File: src/design/bwfd_pkg.sv
`timescale 1ns / 1ps
`default_nettype none
package bwfd_pkg;
  localparam int SAMPLE_WIDTH = 16;
  localparam int BIN_W        = 12;
  localparam int RATIO_W      = 24;
  localparam int ORDER_W      = 2;
  localparam int CFG_INDEX_W  = 2;
  localparam int CFG_DATA_W   = 24;
  localparam int IN_TDATA_W   = 48;
  localparam int OUT_TDATA_W  = 32;

  localparam int X_W    = SAMPLE_WIDTH + 1;
  localparam int PROD_W = BIN_W + RATIO_W;
  localparam int WW_W   = 32;
  localparam int SW_W   = 25;
  localparam int RE_W   = 34;
  localparam int MAG_W  = 30;
  localparam int RES_W  = MAG_W + 1;
  localparam int XP_W   = 48;
  localparam int RR_W   = 60;
  localparam int II_W   = 50;
  localparam int DEN_W  = 61;
  localparam int NUM_W  = 62;
  localparam int MAGN_W = 47;
  localparam int Q_BITS = 18;
  localparam int DSH_W  = DEN_W + Q_BITS - 1;
  localparam int N_CELLS = Q_BITS;

  localparam logic [RATIO_W-1:0] RATIO_MAX = '1;
  localparam logic [16:0] SQRT2_Q16 = 17'd92681;
  localparam logic signed [RE_W-1:0] ONE_Q16 = 34'sd65536;
  localparam logic signed [X_W-1:0] X_ONE = {2'b01, {(SAMPLE_WIDTH-1){1'b0}}};

  localparam logic [CFG_INDEX_W-1:0] REG_ORDER = 2'd0;
  localparam logic [CFG_INDEX_W-1:0] REG_RATIO = 2'd1;
  localparam logic [CFG_INDEX_W-1:0] REG_RESP  = 2'd2;

  localparam logic [ORDER_W-1:0] ORDER_NONE = 2'd0;
  localparam logic [ORDER_W-1:0] ORDER_ONE  = 2'd1;
  localparam logic [ORDER_W-1:0] ORDER_TWO  = 2'd2;

  typedef struct packed {
    logic [ORDER_W-1:0] order;
    logic [RATIO_W-1:0] ratio;
    logic               resp;
  } cfg_t;

  typedef struct packed {
    logic [DSH_W-1:0]  dsh;
    logic [NUM_W-1:0]  rem_re;
    logic [NUM_W-1:0]  rem_im;
    logic [Q_BITS-1:0] q_re;
    logic [Q_BITS-1:0] q_im;
    logic              neg_re;
    logic              neg_im;
  } div_item_t;
endpackage
`default_nettype wire

File: src/design/bwfd_sat_out.sv
`timescale 1ns / 1ps
`default_nettype none
module bwfd_sat_out (
  input  logic                                clk,
  input  logic                                rst_n,
  input  logic                                s_valid,
  output logic                                s_ready,
  input  bwfd_pkg::div_item_t                 s_item,
  output logic                                m_valid,
  input  logic                                m_ready,
  output logic [bwfd_pkg::SAMPLE_WIDTH-1:0]   m_re,
  output logic [bwfd_pkg::SAMPLE_WIDTH-1:0]   m_im
);
  import bwfd_pkg::*;

  localparam logic [Q_BITS-1:0] PMAX = Q_BITS'((1 << (SAMPLE_WIDTH - 1)) - 1);
  localparam logic [SAMPLE_WIDTH-1:0] SMAX = {1'b0, {(SAMPLE_WIDTH-1){1'b1}}};
  localparam logic [SAMPLE_WIDTH-1:0] SMIN = {1'b1, {(SAMPLE_WIDTH-1){1'b0}}};

  function automatic logic [SAMPLE_WIDTH-1:0] sat_q(input logic [Q_BITS-1:0] q,
                                                    input logic neg);
    logic [SAMPLE_WIDTH-1:0] res;
    if (neg) begin
      res = (q > PMAX + Q_BITS'(1)) ? SMIN : -q[SAMPLE_WIDTH-1:0];
    end else begin
      res = (q > PMAX) ? SMAX : q[SAMPLE_WIDTH-1:0];
    end
    return res;
  endfunction

  logic                    vld_r;
  logic [SAMPLE_WIDTH-1:0] re_r, im_r, re_nxt, im_nxt;

  assign re_nxt  = sat_q(s_item.q_re, s_item.neg_re);
  assign im_nxt  = sat_q(s_item.q_im, s_item.neg_im);
  assign s_ready = !vld_r || m_ready;
  assign m_valid = vld_r;
  assign m_re    = re_r;
  assign m_im    = im_r;

  always_ff @(posedge clk) begin
    if (!rst_n) begin
      vld_r <= 1'b0;
    end else if (s_ready) begin
      vld_r <= s_valid;
    end
  end

  always_ff @(posedge clk) begin
    if (s_ready) begin
      re_r <= re_nxt;
      im_r <= im_nxt;
    end
  end
endmodule
`default_nettype wire

File: config.mk
export PLATFORM = sky130hd
export DESIGN_NAME = bwfd_sat_out
export DESIGN_NICKNAME = d
export VERILOG_FILES = /design/src/design/bwfd_pkg.sv /design/src/design/bwfd_sat_out.sv
export SDC_FILE = /design/constraint.sdc
export NUM_CORES = 1
export LEC_CHECK = 0
export BUFFER_PORTS_ARGS = -buffer_cell sky130_fd_sc_hd__buf_2
export CORE_ASPECT_RATIO = 0.5
export CORE_MARGIN = 2
export CORE_UTILIZATION = 24
export CTS_BUF_LIST = sky130_fd_sc_hd__clkbuf_4
export DETAILED_ROUTE_END_ITERATION = 6
export GPL_TIMING_DRIVEN = 0
export PLACE_DENSITY_LB_ADDON = 0.08
export SLEW_MARGIN = 20
export SYNTH_ARGS = -nofsm -noshare
export SYNTH_HDL_FRONTEND = slang
export SYNTH_SLANG_ARGS = --single-unit
File: constraint.sdc
create_clock -name clk -period 2.35 [get_ports clk]
set_input_delay 0 -clock clk [delete_from_list [all_inputs] [get_ports clk]]
set_output_delay 0 -clock clk [all_outputs]
set_load 0.05 [all_outputs]
==> run_results.csv <==
group,metric,value,unit
run_status,outcome,"finished, violations left",
run_status,violations,"design-rule violations",
sta,clock.fmax,551,MHz
placement,gp_congestion,0.833,
critical_path,rr_worst_depth,4,
clock_tree,cts_buffer_depth,2,
critical_path,crit_required,2500,ps
critical_path,cp-start-kind,"primary input",
clock_tree,numCtsBuffers,5,
clock_tree,cts_max_level,2,
sta,rsz0062_at_grt,"no",
pwr,pwr-share-seq,46.3,%
global_route,grt_pass1_vias,2217,
pwr,pwr-share-clk,21.3,%
clock_tree,cts_root_buf,"clkbuf_4",
yosys,synth_area_leaders,"edfxtp_1 (43%), a21oi_1 (5.9%), nor2_1 (4.1%), nor4_4 (3.8%), nor3_1 (3.2%)",
critical_path,rrSetupSlack,710,ps
yosys,avgSynthCellArea,9.57,um2
clock_tree,postCtsHoldBufs,7,
global_route,grt_pass1_wl,11100,um
critical_path,cp_max_fo,10,
pwr,pwr-share-comb,32.4,%
sta,fin_crit_sh,77.2,%
layout,antenna_cells,0,
placement,hpwl,5090,um
sta,setup-violations-final,0,
clock_tree,cts_tree,"yes",
pwr,p_per_area,539,nW/um2
run,drv_cap,0,
yosys,syn_area,2220,um2
critical_path,crit_path_end_kind,"flip-flop",
sta,tightestPinTransition,677,ps
sta,relSlewSlack,54.5,%
die,initial_utilization,25.1,%
pwr,intPower,0.963,mW
die,dieArea,10100,um2
yosys,syn-num-nets,478,
drt,dr.pass1.iters,7,
yosys,synthArstFlopShare,0,%
critical_path,crit_type,"in2reg",
yosys,ys_seq_area_share,44.2,%
drt,wl,6860,um
layout,drive_gt1_share,30.8,%
layout,nets,567,
clock_tree,ctsResizeCount,0,
yosys,ys_types,47,
sta,clock_skew,11.8,ps
pwr,switching_share,38.1,%
die,io_pins,278,
sta,timing.final.max_slew_violations,0,
drt,drc_errors,6,
pwr,p_leak,1.12,nW
yosys,synthesis.instances,232,
drt,final_antenna_net_count,0,
clock_tree,clock_latency,360,ps
drt,via_per_inst,5.13,
die,die_width,140,um
yosys,ys_seq_elements,33,
die,coreArea,8860,um2
sta,post-route-min-period,1810,ps
critical_path,r2r_start,"m_valid",
placement,pre_cts_ws,491,ps
global_route,antenna_found_initial,0,
drt,drt_iter0_markers,167,
die,rows,24,
die,die_h,72.0,um
hold_path,hold_start,"s_item[31]",
hold_path,hold_path_class,"in2reg",
sta,finalHoldViolCount,0,
pwr,peakVddDrop,0.140,mV
global_route,grt_usage,13.8,%
yosys,synth_edf_count,32,
critical_path,cp.arrival,1970,ps
clock_tree,cts_num_sinks,33,
yosys,yosysTopAreaCell,"edfxtp_1",
placement,portBuffers,74,
global_route,grt_overflow,0,
critical_path,r2r-end,"m_valid",
yosys,synth_warnings,0,
clock_tree,post-cts-setup-buffers,0,
critical_path,critPathLaunch,"s_item[7]",
sta,setup_tns,0,ps
drt,via_count,2247,
yosys,synthFlopType,"edfxtp_1",
global_route,grt_max_degree,23,
pwr,p_sw,0.593,mW
hold_path,min_to,"m_re[11]",
clock_tree,clk_pin_slew_worst_paths,110,ps
drt,wl_per_cell,15.7,um
yosys,synth_top_area_share,43.3,%
pwr,power,1.56,mW
hold_path,whs_path_depth,3,
layout,fill_cells,931,
layout,syn2layout_area_growth,30.0,%
sta,finalWorstSetupSlack,535,ps
==> flip-flops by register name (all words and copies together) (netlist names) <==
signal / cells
m_valid: 1
m_im: 16
m_re: 16
==> cell families (layout without fill, tap and decap cells) <==
group | after synthesis | in the layout | synth area share, %
buffers and inverters | 20 | 109 | 4.22
and+or+nand+nor | 102 | 102 | 27.0
muxes | 2 | 2 | 0.901
xor gates and xnor gates | 1 | 1 | 0.394
AOI/OAI and AO/OA | 72 | 72 | 22.1
DFF | 33 | 33 | 44.2
adders and majority gates | 2 | 2 | 1.13
==> through the flow <==
step | instances | util [%] | hold WS [ps] | instance area, um2
2_1_floorplan | 232 | - | 139 | 2220
3_3_place_gp | 423 | 30.9 | 246 | 2740
3_5_place_dp | 424 | 31.2 | 256 | 2770
4_1_cts | 438 | 32.6 | 8.80 | 2890
5_1_grt | 438 | 32.6 | 13.9 | 2890
6_report | 438 | 32.6 | 16.3 | 2890
==> power groups by stage <==
stage	sequential [mW]	clock, mW	combinational, mW
2_1_floorplan	0.937	0	0.130
3_3_place_gp	0.735	0	0.490
3_5_place_dp	0.735	0	0.497
4_1_cts	0.722	0.345	0.508
5_1_grt	0.727	0.364	0.538
6_report	0.720	0.331	0.504
==> worst max-delay path, stage by stage <==
cell and delay [ps]:
dlygate4sd3_1 530, buf_2 150, nor4_4 470, nand3_1 130, o211a_1 270, buf_6 160
a211oi_1 260
==> cells in the mapped netlist, types with 2 or more instances <==
library cell and number:
nor3_1 14, a221o_1 2, buf_2 2, nand3_1 10, o21ai_0 10, nand2b_1 4
ha_1 2, edfxtp_1 32, a21oi_1 26, a211oi_1 7, clkbuf_1 6, a211o_1 3
or3_1 5, o211a_1 2, buf_6 2, inv_1 9, nor4_1 4, nor2_1 24
a311oi_2 2, nand4_1 6, nor3b_1 2, nor4_4 4, mux2i_1 2, nand2_1 17
a31oi_1 2, o22ai_1 7, a311oi_1 3, nand4b_1 3, and3_1 2
==> per-layer routing <==
| layer | share of wire [%] | up-vias | track usage (%) |
|---|---|---|---|
| met5 | 0 | - | 0 |
| met2 | 47 | 80 | 23.5 |
| li1 | - | 1087 | - |
| met1 | 45 | 1072 | 17.6 |
| met3 | 6.0 | 8 | 3.83 |
| met4 | 1.1 | 0 | 4.04 |
==> cells in the final DEF, fill, tap and decap left out, types with 2 or more instances in the layout <==
cell type,n
nor4_1,4
mux2i_1,2
or3_1,5
o22ai_1,7
nor4_4,4
nand2_1,17
and3_1,2
a311oi_2,2
nor2_1,24
nor3b_1,2
nand4b_1,3
nand4_1,6
clkbuf_1,6
nor3_1,14
a21oi_1,26
clkbuf_4,6
buf_6,2
ha_1,2
a211o_1,3
edfxtp_1,32
inv_1,9
o211a_1,2
buf_2,76
a221o_1,2
o21ai_0,10
a211oi_1,7
nand2b_1,3
nand3_1,10
a31oi_1,2
dlygate4sd3_1,7
a311oi_1,3
==> final cells by class <==
cell class | instances | area, um2 | area share, %
clock inverters | 1 | 3.75 | 0.130
inverters | 9 | 33.8 | 1.17
clock buffers | 6 | 45.0 | 1.56
well taps | 117 | 146 | 5.07
repair buffers | 82 | 468 | 16.2
multi-input cells | 179 | 1150 | 39.8
flip-flops and latches | 33 | 981 | 34.0
plain buffers | 11 | 60.1 | 2.08
==> how the worst max path moves through the flow <==
stage                    end  slack (ps)  cells past startpoint
floorplan            m_im[0]         190                      1
global placement     s_ready         460                      2
detailed placement  m_im[14]         490                      7
CTS                  m_im[7]         560                      7
global route         m_im[7]         440                      7
finish               m_im[7]         540                      7
Power figures use the tool's default switching activity.
