**src/design/bwfd_pkg.sv**
```systemverilog
`timescale 1ns / 1ps
`default_nettype none
package bwfd_pkg;
  localparam int SAMPLE_WIDTH = 16;
  localparam int BIN_W        = 12;
  localparam int RATIO_W      = 24;
  localparam int ORDER_W      = 2;
  localparam int CFG_INDEX_W  = 2;
  localparam int CFG_DATA_W   = 24;
  localparam int IN_TDATA_W   = 48;
  localparam int OUT_TDATA_W  = 32;

  localparam int X_W    = SAMPLE_WIDTH + 1;
  localparam int PROD_W = BIN_W + RATIO_W;
  localparam int WW_W   = 32;
  localparam int SW_W   = 25;
  localparam int RE_W   = 34;
  localparam int MAG_W  = 30;
  localparam int RES_W  = MAG_W + 1;
  localparam int XP_W   = 48;
  localparam int RR_W   = 60;
  localparam int II_W   = 50;
  localparam int DEN_W  = 61;
  localparam int NUM_W  = 62;
  localparam int MAGN_W = 47;
  localparam int Q_BITS = 18;
  localparam int DSH_W  = DEN_W + Q_BITS - 1;
  localparam int N_CELLS = Q_BITS;

  localparam logic [RATIO_W-1:0] RATIO_MAX = '1;
  localparam logic [16:0] SQRT2_Q16 = 17'd92681;
  localparam logic signed [RE_W-1:0] ONE_Q16 = 34'sd65536;
  localparam logic signed [X_W-1:0] X_ONE = {2'b01, {(SAMPLE_WIDTH-1){1'b0}}};

  localparam logic [CFG_INDEX_W-1:0] REG_ORDER = 2'd0;
  localparam logic [CFG_INDEX_W-1:0] REG_RATIO = 2'd1;
  localparam logic [CFG_INDEX_W-1:0] REG_RESP  = 2'd2;

  localparam logic [ORDER_W-1:0] ORDER_NONE = 2'd0;
  localparam logic [ORDER_W-1:0] ORDER_ONE  = 2'd1;
  localparam logic [ORDER_W-1:0] ORDER_TWO  = 2'd2;

  typedef struct packed {
    logic [ORDER_W-1:0] order;
    logic [RATIO_W-1:0] ratio;
    logic               resp;
  } cfg_t;

  typedef struct packed {
    logic [DSH_W-1:0]  dsh;
    logic [NUM_W-1:0]  rem_re;
    logic [NUM_W-1:0]  rem_im;
    logic [Q_BITS-1:0] q_re;
    logic [Q_BITS-1:0] q_im;
    logic              neg_re;
    logic              neg_im;
  } div_item_t;
endpackage
`default_nettype wire

```
**src/design/bwfd_div_cell.sv**
```systemverilog
`timescale 1ns / 1ps
`default_nettype none
module bwfd_div_cell (
  input  logic                clk,
  input  logic                rst_n,
  input  logic                s_valid,
  output logic                s_ready,
  input  bwfd_pkg::div_item_t s_item,
  output logic                m_valid,
  input  logic                m_ready,
  output bwfd_pkg::div_item_t m_item
);
  import bwfd_pkg::*;

  logic      vld_r;
  div_item_t item_r, item_nxt;
  logic      ge_re, ge_im;

  always_comb begin
    ge_re = DSH_W'(s_item.rem_re) >= s_item.dsh;
    ge_im = DSH_W'(s_item.rem_im) >= s_item.dsh;
    item_nxt        = s_item;
    item_nxt.rem_re = ge_re ? s_item.rem_re - s_item.dsh[NUM_W-1:0] : s_item.rem_re;
    item_nxt.rem_im = ge_im ? s_item.rem_im - s_item.dsh[NUM_W-1:0] : s_item.rem_im;
    item_nxt.q_re   = {s_item.q_re[Q_BITS-2:0], ge_re};
    item_nxt.q_im   = {s_item.q_im[Q_BITS-2:0], ge_im};
    item_nxt.dsh    = s_item.dsh >> 1;
  end

  assign s_ready = !vld_r || m_ready;
  assign m_valid = vld_r;
  assign m_item  = item_r;

  always_ff @(posedge clk) begin
    if (!rst_n) begin
      vld_r <= 1'b0;
    end else if (s_ready) begin
      vld_r <= s_valid;
    end
  end

  always_ff @(posedge clk) begin
    if (s_ready) begin
      item_r <= item_nxt;
    end
  end
endmodule
`default_nettype wire

```
**config.mk**
```make
export PLATFORM = sky130hd
export DESIGN_NAME = bwfd_div_cell
export DESIGN_NICKNAME = d
export VERILOG_FILES = /design/src/design/bwfd_pkg.sv /design/src/design/bwfd_div_cell.sv
export SDC_FILE = /design/constraint.sdc
export NUM_CORES = 1
export LEC_CHECK = 0
export BUFFER_PORTS_ARGS = -buffer_cell sky130_fd_sc_hd__buf_2
export CAP_MARGIN = 15
export CORE_MARGIN = 1
export CORE_UTILIZATION = 40
export DETAILED_ROUTE_END_ITERATION = 12
export GPL_ROUTABILITY_DRIVEN = 0
export SLEW_MARGIN = 0
export SYNTH_ARGS = -nofsm -noshare
export SYNTH_HDL_FRONTEND = slang
export SYNTH_SLANG_ARGS = --single-unit
```
**constraint.sdc**
```tcl
create_clock -name clk -period 15.53 [get_ports clk]
set_input_delay 3.106 -clock clk [delete_from_list [all_inputs] [get_ports clk]]
set_output_delay 3.106 -clock clk [all_outputs]
set_load 0.02 [all_outputs]
```
==> flow_summary.toml, run 1 <==
[routing]
drtPass1Iterations = 5
wl_um = 49200
wl_per_cell_um = 18.7
drtIter0Drc = 835
via_per_inst = 5.37
drcViolationCount = 0
antenna_left = 0
num_vias = 14140

[placed_design]
hpwl_um = 39900
dp.cells = 2578
io_buffers = 482

[sta]
clock.fmax_mhz = 138
finalCritPeriodShare = 0.465
slew_headroom = 0.251
drv_slew = 0
hold_viol = 0
finClkSkew_ns = 0.00817
fin_crit_ns = 7.22
tns_ns = 0
holdWs_ns = 1.14
rsz0062_at_grt = "no"
setup_violations = 0
worst_slew_pin_slew_ns = 1.12

[worst_setup_path]
start_kind = "input pin"
critPathMaxFanout = 57
cp.required_ns = 12.42
regToRegSetupSlack_ns = 12.63
slowest_stage = "nand2b_4"
crit_type = "input pin to primary output"
cp_common_cell = "buf_2"
cp.buffers_inverters = 2
crit_chain = "buf_2 -> nand2b_4 -> buf_2"
crit_path_end_kind = "primary output"
critical-path-top-delay-family = "simple AND/OR/NAND/NOR gates"
cp.arrival_ns = 4.12
slowest_delay_ns = 0.63

[yosys]
syn_nets = 1997
synth_top_area_frac = 0.455
synth-seq-cells = 240
ys_seq_area_frac = 0.456
synthTopCellsByArea = "edfxtp_1 (45%), ha_1 (9.8%), o21ai_0 (5.4%)"
netlist_instances = 1627
netlist_area_mm2 = 0.0158
synth_cell_types = 70
yosysWarnings = 0
synthArstFlopShare = 0
synth_area_leader_cell = "edfxtp_1"
synth_edf_count = 239
postSynthAreaPerCell_um2 = 9.70
ys.flop_type = "edfxtp_1"

[final_layout]
drive_gt1_frac = 0.262
fin_cells = 2632
layout_commonest_cell = "buf_2"
area_growth_pct = 24.3
mostFrequentLayoutCells = "buf_2 (482), edfxtp_1 (239), nand2_1 (226)"
nNetsFinal = 2460
final_core_util = 0.505

[clock_tree]
cts_max_level = 1
numCtsBuffers = 28
path_clk_slew_ns = 0.06
clock_latency_ns = 0.55
cts_root_buffer = "clkbuf_16"
postCtsHoldBufs = 0
cts.sinks = 240
post_cts_buffers = 0
cts_buffer_depth = 3
cts_resized = 0
cts_tree = "built"

[global_routing]
antenna_found_initial = 10
grt_use_total = 0.237
grt-ovfl-total = 0
grt_max_degree = 118
grt_pass1_vias = 13673
grt_pass1_wl_um = 75600

[die]
dieArea_mm2 = 0.0403
dieWidth_um = 201
row_count = 72
fp.dieH_um = 201
core_area_mm2 = 0.0388
start_util = 0.407
ios = 486

[power]
total_power_uw = 1950
ir_drop_uv = 72.7
p_leak_uw = 0.00906
pwr_density_cell_mw_per_mm2 = 99.3

[job]
maxCapViolCount = 0

[run_status]
outcome = "finished clean"

[hold_path]
hp-class = "flip-flop to flip-flop"
cell usage after synthesis (3+ instances only):
master,count
nand2_1,226
inv_1,103
a211o_1,5
a211oi_1,17
or3_1,7
clkbuf_1,38
xnor2_1,64
o31a_1,6
o31ai_1,11
nor2_1,73
and2_1,5
nand3_1,26
o211ai_1,6
nand2b_1,14
ha_1,124
and3_1,14
o41ai_1,3
a31oi_1,15
edfxtp_1,239
buf_2,14
xor2_1,52
nor3_1,24
a221o_1,3
o21bai_1,22
o21ai_1,26
nor2b_1,10
nor4_1,9
o21ai_0,171
mux2_2,3
a2111oi_0,4
nand4_1,31
a21o_1,54
o21a_1,13
a21oi_1,139
a31o_2,3
a21boi_0,6
mux2_1,4
flip-flops by register name, summed over array words and instances, names as in the netlist:
register  flops
m_item      239
m_valid       1
path summary, 6_finish.rpt:
kind	from	end	cells after the start
worst min-delay path	m_valid	m_item[156]	1
worst min register to register	m_valid	m_item[156]	1
worst max-delay path	m_ready	s_ready	3
worst max register to register	m_valid	m_item[67]	3
metrics by stage:
step	area [µm²]	setup slack [ns]
floorplan	15800	3.44
global placement	18700	8.10
detailed placement	18700	8.09
CTS	19600	8.30
global route	19600	8.27
finish	19600	8.31
metal layers:
metal	wire length, µm	GRT usage	up-vias
met1	21300	0.309	6532
li1	-	-	6940
met2	22700	0.393	572
met3	3860	0.0529	88
met4	1240	0.0668	8
met5	52	0	-
cell families after synthesis:
group           Yosys count  share of synthesized area
xor+xnor                116                     0.0644
compound gates          533                      0.208
other cells               1                   0.000238
flops                   240                      0.456
simple gates            444                      0.125
mux                       9                    0.00626
fa+ha+maj               126                      0.101
buf+inv                 158                     0.0396
area by class of cell:
cell class | count | area [µm²]
repair buffers | 488 | 2460
well taps | 518 | 648
multi-input cells | 1229 | 7990
inverters | 103 | 387
diodes | 5 | 12.5
flip-flops and latches | 240 | 7200
clock buffers | 32 | 737
fillers | 3676 | 19200
clock inverters | 17 | 203
power breakdown:
group	switching, µW	internal [µW]	leakage, µW
Clock	268	406	0.000456
Sequential	11.0	763	0.00249
Combinational	315	186	0.00611
Total	595	1350	0.00906
No activity file was read; power rests on OpenSTA's default activity.
==> run 2: changes to the inputs <==
--- a/config.mk
+++ b/config.mk
@@ -5,6 +5,7 @@
 export SDC_FILE = /design/constraint.sdc
 export NUM_CORES = 1
 export LEC_CHECK = 0
+export ABC_AREA = 1
 export BUFFER_PORTS_ARGS = -buffer_cell sky130_fd_sc_hd__buf_2
 export CAP_MARGIN = 15
 export CORE_MARGIN = 1
==> constraint.sdc (replaced) <==
create_clock -name clk -period 7.15 [get_ports clk]
set_input_delay 1.43 -clock clk [delete_from_list [all_inputs] [get_ports clk]]
set_output_delay 1.43 -clock clk [all_outputs]
set_load 0.02 [all_outputs]
==> flow_summary.toml, run 2 <==
[sta]
tns_ns = 0
finalCritPeriodShare = 0.590
fin_crit_ns = 4.22
worst_slew_pin_slew_ns = 1.09
slew_headroom = 0.275
setup_violations = 0
finClkSkew_ns = 0.0195
holdWs_ns = 0.789
hold_viol = 0
clock.fmax_mhz = 237
rsz0062_at_grt = "no"
drv_slew = 0

[final_layout]
area_growth_pct = 19.0
largest_reg_flops = 239
layout_commonest_cell = "nand2_1"
drive_gt1_frac = 0.153
mostFrequentLayoutCells = "nand2_1 (1468), inv_1 (744), buf_2 (482)"
nNetsFinal = 4172
final_area_mm2 = 0.0251

[die]
dieArea_mm2 = 0.0537
ios = 486
start_util = 0.408
dieWidth_um = 232
core_area_mm2 = 0.0517
row_count = 83
fp.dieH_um = 232

[hold_path]
hp-class = "flip-flop to flip-flop"

[yosys]
netlist_instances = 3317
synth_cell_types = 40
synth_edf_count = 239
netlist_area_mm2 = 0.0211
synth_top_area_frac = 0.340
ys.flop_type = "edfxtp_1"
synth_area_leader_cell = "edfxtp_1"
synth_common_cells = "nand2_1 (1469), inv_1 (744), edfxtp_1 (239)"
synth_most_common_cell = "nand2_1"
synthArstFlopShare = 0
yosysWarnings = 0
postSynthAreaPerCell_um2 = 6.37
ys_seq_area_frac = 0.341
synthTopCellsByArea = "edfxtp_1 (34%), nand2_1 (26%), inv_1 (13%)"
synth-seq-cells = 240
syn_nets = 3687

[worst_setup_path]
critPathMaxFanout = 38
start_kind = "input pin"
cp.arrival_ns = 4.52
crit_path_end_kind = "flip-flop"
crit_type = "input pin to flip-flop"
cp.required_ns = 7.45

[clock_tree]
cts_root_buffer = "clkbuf_16"
clock_latency_ns = 0.57
numCtsBuffers = 27
cts_buffer_depth = 3
cts_max_level = 1
post_cts_buffers = 0
cts_resized = 0
cts_tree = "built"
postCtsHoldBufs = 0
cts.sinks = 240
path_clk_slew_ns = 0.06

[global_routing]
antenna_found_initial = 4
grt_use_total = 0.289
grt_pass1_wl_um = 116000
grt_max_degree = 141
grt_pass1_vias = 20175
grt-ovfl-total = 0

[routing]
wl_per_cell_um = 17.7
drtIter0Drc = 1778
num_vias = 21772
drtPass1Iterations = 8
wl_um = 79800
via_per_inst = 4.83
antenna_left = 0
drcViolationCount = 0

[power]
p_leak_uw = 0.0148
ir_drop_uv = 162
pwr_density_cell_mw_per_mm2 = 179
total_power_uw = 4510

[placed_design]
hpwl_um = 68500
io_buffers = 482
postPlaceCellArea_mm2 = 0.0242

[run_status]
outcome = "finished clean"

[job]
maxCapViolCount = 0
[run 2: cell types whose count changed after synthesis, sizes merged, moves of 46 or more]
cell    change
nand3b     +46
nand2    +1248
a21o       -52
nand3      +63
o21ai     -137
nor2      +135
inv       +670
[run 2: layer usage]
| metal | share of wire | track usage |
|---|---|---|
| met2 | 0.48 | 0.503 |
| met3 | 0.067 | 0.0343 |
| met1 | 0.41 | 0.365 |
| met4 | 0.044 | 0.110 |
| met5 | 0 | 0 |
[run 2: worst paths after layout]
check	slack [ns]	cells past startpoint	end	from
worst min-delay path	0.79	1	m_item[51]	m_valid
worst max register to register	4.96	3	m_item[99]	m_valid
worst max-delay path	2.93	14	m_item[62]	s_item[195]
worst min register to register	0.79	1	m_item[51]	m_valid
[run 2: critical path: stages]
cell and delay (ns):
buf_2 0.20, inv_1 0.20, ha_1 0.38, nand2_1 0.16
inv_1 0.05, nand2_1 0.08, nand2_1 0.07, nand2_1 0.06
nand2_1 0.09, a21oi_1 0.22, nand3_2 0.18, a21oi_4 0.72
buf_4 0.49, o21ai_1 0.15
[run 2: cell families after synthesis]
family          count (synthesis)  share of synthesized area
compound gates                168                     0.0410
flops                         240                      0.341
xor+xnor                       62                     0.0257
other cells                     1                   0.000178
fa+ha+maj                     126                     0.0753
buf+inv                       806                      0.148
simple gates                 1914                      0.369
[run 2: power breakdown]
group          internal, µW  total [µW]  switching (µW)
Clock                   837        1430             589
Combinational           441        1400             964
Sequential             1660        1680            24.0
Total                  2930        4510            1580
[run 2: layout make-up]
cell class              count  area [µm²]
fillers                  5510       26600
clock inverters            19         210
multi-input cells        2271       10800
well taps                 680         851
diodes                      3        7.51
clock buffers              30         687
repair buffers            487        2460
flip-flops and latches    240        7200
inverters                 775        2910
[run 2: stage by stage]
| step | utilization | worst slack [ns] | instances |
|---|---|---|---|
| 6_report | 0.486 | 2.93 | 4505 |
| 5_1_grt | 0.486 | 2.61 | 4503 |
| 4_1_cts | 0.486 | 2.97 | 4502 |
| 3_5_place_dp | 0.469 | 2.37 | 4453 |
| 3_3_place_gp | 0.469 | 2.35 | 4453 |
| 2_1_floorplan | - | 1.36 | 3317 |
